<file path="src/hcsf_pkg.sv">
// Shared constants, codes and controller/datapath handshake types for the
// chunked stream framer. No dependencies.
`timescale 1ns / 1ps

package hcsf_pkg;

  // Buffer and beat geometry
  localparam int BUFFER_BYTES = 512;
  localparam int BEAT_BYTES   = 16;

  // Fixed field widths
  localparam int CFG_W      = 10;
  localparam int BYTE_W     = 8;
  localparam int HALF_W     = 64;
  localparam int BEAT_CNT_W = 5;
  localparam int OUT_LANES  = 16;
  localparam int LANE_W     = 4;

  // Derived widths
  localparam int CNT_W      = $clog2(BUFFER_BYTES + 1);
  localparam int ADDR_W     = $clog2(BUFFER_BYTES);
  localparam int HEX_DIGITS = (CNT_W + 3) / 4;
  localparam int HEX_PAD_W  = HEX_DIGITS * 4;
  localparam int HL_W       = $clog2(HEX_DIGITS + 1);
  localparam int TOTAL_MAX  = HEX_DIGITS + 4 + BUFFER_BYTES;
  localparam int POS_W      = $clog2(TOTAL_MAX + 1);

  localparam logic [CFG_W-1:0] CHUNK_SIZE_RESET = CFG_W'(512);

  // Input command codes
  localparam logic CMD_BYTE  = 1'b0;
  localparam logic CMD_FLUSH = 1'b1;

  // Framing characters
  localparam logic [BYTE_W-1:0] ASCII_CR = 8'h0D;
  localparam logic [BYTE_W-1:0] ASCII_LF = 8'h0A;

  // Controller to datapath
  typedef struct packed {
    logic idle;    // input channel open
    logic read;    // fetch buffer byte for the current position
    logic append;  // place the current stream byte into the beat
    logic send;    // move the finished beat to the output register
  } ctrl_cmd_t;

  // Datapath to controller
  typedef struct packed {
    logic start_chunk;  // offered item begins a chunk
    logic empty_flush;  // offered item is a flush with nothing buffered
    logic beat_done;    // byte being appended closes the beat
    logic last;         // beat in assembly ends the chunk
    logic out_free;     // output register can take a beat this cycle
  } ctrl_stat_t;

endpackage

</file>
<file path="src/hcsf_ctrl.sv">
// Sequencing state machine of the chunked stream framer.
// Depends on hcsf_pkg for the command and status structs.
`timescale 1ns / 1ps

module hcsf_ctrl
  import hcsf_pkg::*;
(
  input  logic       clk_i,
  input  logic       rst_ni,
  input  ctrl_stat_t stat_i,
  output ctrl_cmd_t  cmd_o
);

  typedef enum logic [3:0] {
    ST_IDLE   = 4'b0001,
    ST_READ   = 4'b0010,
    ST_APPEND = 4'b0100,
    ST_SEND   = 4'b1000
  } state_e;

  state_e state_q, state_d;

  always_comb begin
    state_d = state_q;
    cmd_o   = '0;
    unique case (state_q)
      ST_IDLE: begin
        cmd_o.idle = 1'b1;
        if (stat_i.start_chunk) begin
          state_d = ST_READ;
        end else if (stat_i.empty_flush) begin
          state_d = ST_SEND;
        end
      end
      ST_READ: begin
        cmd_o.read = 1'b1;
        state_d    = ST_APPEND;
      end
      ST_APPEND: begin
        cmd_o.append = 1'b1;
        state_d      = stat_i.beat_done ? ST_SEND : ST_READ;
      end
      ST_SEND: begin
        cmd_o.send = 1'b1;
        // hold until the output register frees up
        if (stat_i.out_free) begin
          state_d = stat_i.last ? ST_IDLE : ST_READ;
        end
      end
      default: begin
        state_d = ST_IDLE;
      end
    endcase
  end

  always_ff @(posedge clk_i or negedge rst_ni) begin
    if (!rst_ni) begin
      state_q <= ST_IDLE;
    end else begin
      state_q <= state_d;
    end
  end

endmodule

</file>
<file path="config.mk">
export PLATFORM = sky130hd
export DESIGN_NAME = hcsf_ctrl
export DESIGN_NICKNAME = d
export VERILOG_FILES = /design/src/hcsf_pkg.sv /design/src/hcsf_ctrl.sv
export SDC_FILE = /design/constraint.sdc
export NUM_CORES = 1
export LEC_CHECK = 0
export BUFFER_PORTS_ARGS = -buffer_cell sky130_fd_sc_hd__buf_4
export CAP_MARGIN = 20
export CORE_AREA = 5 5 42 44
export CTS_BUF_LIST = sky130_fd_sc_hd__clkbuf_8
export DETAILED_ROUTE_END_ITERATION = 10
export DIE_AREA = 0 0 47 49
export PLACE_DENSITY = 0.48
export SYNTH_ARGS = -nofsm -noshare
export SYNTH_HDL_FRONTEND = slang
export SYNTH_SLANG_ARGS = --single-unit
</file>
<file path="constraint.sdc">
create_clock -name clk_i -period 2.19 [get_ports clk_i]
set_clock_uncertainty 0.1 [all_clocks]
set_input_delay 0.1095 -clock clk_i [delete_from_list [all_inputs] [get_ports clk_i]]
set_output_delay 0.1095 -clock clk_i [all_outputs]
set_load 0.1 [all_outputs]
</file>
Yosys cells after proc, flatten, opt, wreduce, memory -nomap -nowiden
Cells that the tools add are included.
{"block": "classes", "eq_ne": 6, "mux": 10, "n_reduce_logical": 1}
{"operator": "$mux W4", "n": 4}
{"operator": "$pmux W4 S4", "n": 1}
{"operator": "$eq A4 B1 Y1 const B", "n": 1}
{"operator": "$eq A4 B2 Y1 const B", "n": 1}
{"operator": "$eq A4 B3 Y1 const B", "n": 1}
{"operator": "$eq A4 B4 Y1 const B", "n": 1}
{"operator": "$mux W1", "n": 4}
{"operator": "$ne A3 B3 Y1 const B", "n": 1}
{"operator": "$mux W2", "n": 1}
{"operator": "$ne A2 B2 Y1 const B", "n": 1}
{"operator": "$reduce_and A2 Y1", "n": 1}
{"block": "totals", "regBits": 4, "in_bits": 7, "output_inout_bits": 4, "elab_cells": 18}

Longest topological paths before layout
{"block": "depth", "depth_word": 3, "ltp_mapped": 6}

Worst setup path after synthesis
No wires, ideal clock.
{"block": "synth_timing", "kind": "register -> output", "from": "register state_q[0]", "to": "output cmd_o[3] (netlist bit)", "t_arrival_ns": 2.692, "slack_ns": -0.712, "path_stages_with_launch": 3, "path_buffers": 0, "cell_sequence": "dfstp_2 > nand2b_1 > nor3_1"}
{"element": "start: declaration", "line_no": "hcsf_ctrl.sv:21", "source": "state_e state_q, state_d;"}
{"element": "start signal: assignment", "line_no": "hcsf_ctrl.sv:60", "source": "state_q <= state_d;"}
{"element": "end: declaration", "line_no": "hcsf_ctrl.sv:11", "source": "output ctrl_cmd_t cmd_o"}

==> metrics.cfg <==
[status]
status=finished, final reports clean

[die]
dieArea_um2=2300
io_pins=11
die_height_um=49
num_rows=14
die_w_um=47
core_um2=1400
initial_core_util_pct=22.4

[global_route]
grt_remaining_overflow=0
antenna_found_initial=0
grt_max_degree=11
grt_use_total_pct=7.55
grt_pass1_wl_um=1240
grt_pass1_vias=292

[sta]
fin_setup_tns_ns=0
period_share_pct=74.8
tightest_slew_ns=0.339
hold_viol=0
slew_viol_final=0
slew-limit-headroom_pct=77.4
fin_hold_ws_ns=0.0174
min_period_ns=1.64
max_freq_mhz=610
setup_viol=0
rsz0062_at_grt=false

[worst_setup_path]
critPathBufInv=2
path_cells=nor2_2 -> nand3_1 -> inv_1 -> buf_4
cp.arrival_ns=1.43
crit_path_max_fanout=6
cpPeakStageDelay_ns=0.43
cpLargestDelayFamily=flip-flops
start_kind=register
cp.required_ns=1.98
critPathKind=register to primary output
rrSetupSlack_ns=0.73
cp-end-kind=primary output
crit_path_top_delay_cell=dfrtp_1

[yosys]
synth_warnings=0
syn_inst=34
synth_area_um2=314
synth_common_cells=4 x nor3_1, 3 x dfrtp_1, 3 x inv_1, 3 x nand2b_1, 3 x nor2_1
async_flop_share_pct=100
synth_largest_area_cell=dfrtp_1
syn_avg_cell_area_um2=9.24
synthMostInstantiatedCell=nor3_1
synth_edf_count=0
synth_top_area_share_pct=23.9
synth_area_leaders=dfrtp_1 24%, dfstp_2 8.4%, buf_6 7.2%
ys_ff_latch=4
seq_area_frac_synth_pct=32.3
synth_flop_cell=dfrtp_1
syn-num-nets=41
synthDistinctLibCells=21

[drt]
post_drt_wl_per_cell_um=11.5
wirelength_um=726
vias=284
drc=0
dr.pass1.iters=1
post_drt_via_cell_ratio=4.51
first_iter_violations=0
drtAntennaViolNets=0

[power_and_ir_drop]
leakagePower_nw=0.245
sequentialPowerShare_pct=21.7
p_total_mw=0.836
power_frac_clock_pct=19.4
intPower_mw=0.399
switching_share_pct=52.2
powerDensity_nw_per_um2=1830
peakVddDrop_mv=0.686
switchingPower_mw=0.436
comb_power_share_pct=58.9

[final_layout]
largest_reg_flops=4
drive_gt1_share_pct=46.8
area_delta_synth_final_pct=45.4
num_antenna_cells=0
top_regs=state_q: 4 flops
final_nets=55
post-route-util_pct=32.6
regMostFlops=state_q

[min_path]
worst_hold_path_type=input port to register

[placement]
port_buffers=10
hpwl_um=582
gp_congestion=0.770

[clocking]
cts_tree=done
path_clk_slew_ns=0.03
clock_latency_ns=0.22
cts_buffer_depth=2
cts_buffers=3
numClockSinks=4
htree_levels=1
cts_root_buf=clkbuf_8
cts_setup_buffers=0

[job]
maxCapViolations=0

logic make-up after synthesis:
family	count (synthesis)	synth area share [%]
AOI/OAI and AO/OA	7	23.5
buffers and inverters	5	10.8
DFF	4	32.3
and+or+nand+nor	18	33.5
path summary, 6_finish.rpt:
kind,from,endpoint,cells after the start
setup / recovery,state_q[1]$_DFFE_PN0P_,cmd_o[0],4
hold / removal,stat_i[0],state_q[3]$_DFFE_PN0P_,2
setup reg to reg,state_q[0]$_DFFE_PN1P_,state_q[3]$_DFFE_PN0P_,4
hold reg to reg,state_q[3]$_DFFE_PN0P_,state_q[2]$_DFFE_PN0P_,1
max in group asynchronous,rst_ni,state_q[0]$_DFFE_PN1P_,2
min in group asynchronous,rst_ni,state_q[3]$_DFFE_PN0P_,2
per-layer routing:
layer	part of all wire [%]	global-route usage [%]
met5	0	0
met3	8.7	4.80
met2	46	9.50
met1	45	9.51
met4	0	4.15
cell usage in the layout, fill, tap and decap left out:
| cell type | n |
|---|---|
| a22oi_4 | 1 |
| a31oi_1 | 2 |
| and2_1 | 1 |
| buf_4 | 10 |
| clkbuf_8 | 3 |
| dfrtp_1 | 3 |
| dfstp_2 | 1 |
| dlygate4sd3_1 | 1 |
| inv_1 | 4 |
| nand2_1 | 1 |
| nand2b_1 | 3 |
| nand3_1 | 1 |
| nand3b_1 | 1 |
| nor2_1 | 3 |
| nor2_2 | 1 |
| nor3_1 | 1 |
| nor3_2 | 3 |
| nor3b_1 | 1 |
| nor3b_2 | 1 |
| o21ai_2 | 1 |
| o22a_1 | 1 |
| o22ai_2 | 1 |
| o32a_1 | 1 |
| or3_1 | 1 |
worst reg2reg max path, stage by stage, from the launching register on:
cell	delay, ns
dfstp_2	0.60
nor3b_2	0.18
a31oi_1	0.05
or3_1	0.34
o22ai_2	0.11
stage by stage:
| stage | cell area, um^2 | worst slack, ns | instances |
|---|---|---|---|
| final | 457 | 0.552 | 63 |
| after floorplan | 329 | 0.133 | 34 |
| after global placement | 402 | 0.745 | 58 |
| after CTS | 457 | 0.543 | 63 |
| after detailed placement | 402 | 0.734 | 58 |
| after global routing | 457 | 0.474 | 63 |
timing repair:
item / CTS / global route
hold buffers: 1 / 0
resized for setup: 0 / 0
endpoints found under the hold margin: 4 / 0
layout make-up:
class                      count  area [um^2]
sequential                     4          101
tap                           16         20.0
fill                         165          945
clock buffer                   3         41.3
multi-input combinational     25          194
inverter                       3         11.3
clock inverter                 1         3.75
timing repair buffer          11         85.1
power by group through the flow:
stage / Clock (mW) / Sequential [mW] / Combinational [mW]
6_report: 0.162 / 0.181 / 0.492
3_3_place_gp: 0 / 0.179 / 0.497
3_5_place_dp: 0 / 0.181 / 0.495
5_1_grt: 0.174 / 0.189 / 0.520
4_1_cts: 0.167 / 0.181 / 0.497
2_1_floorplan: 0 / 0.143 / 0.468
No activity file was read; power rests on OpenSTA's default activity.
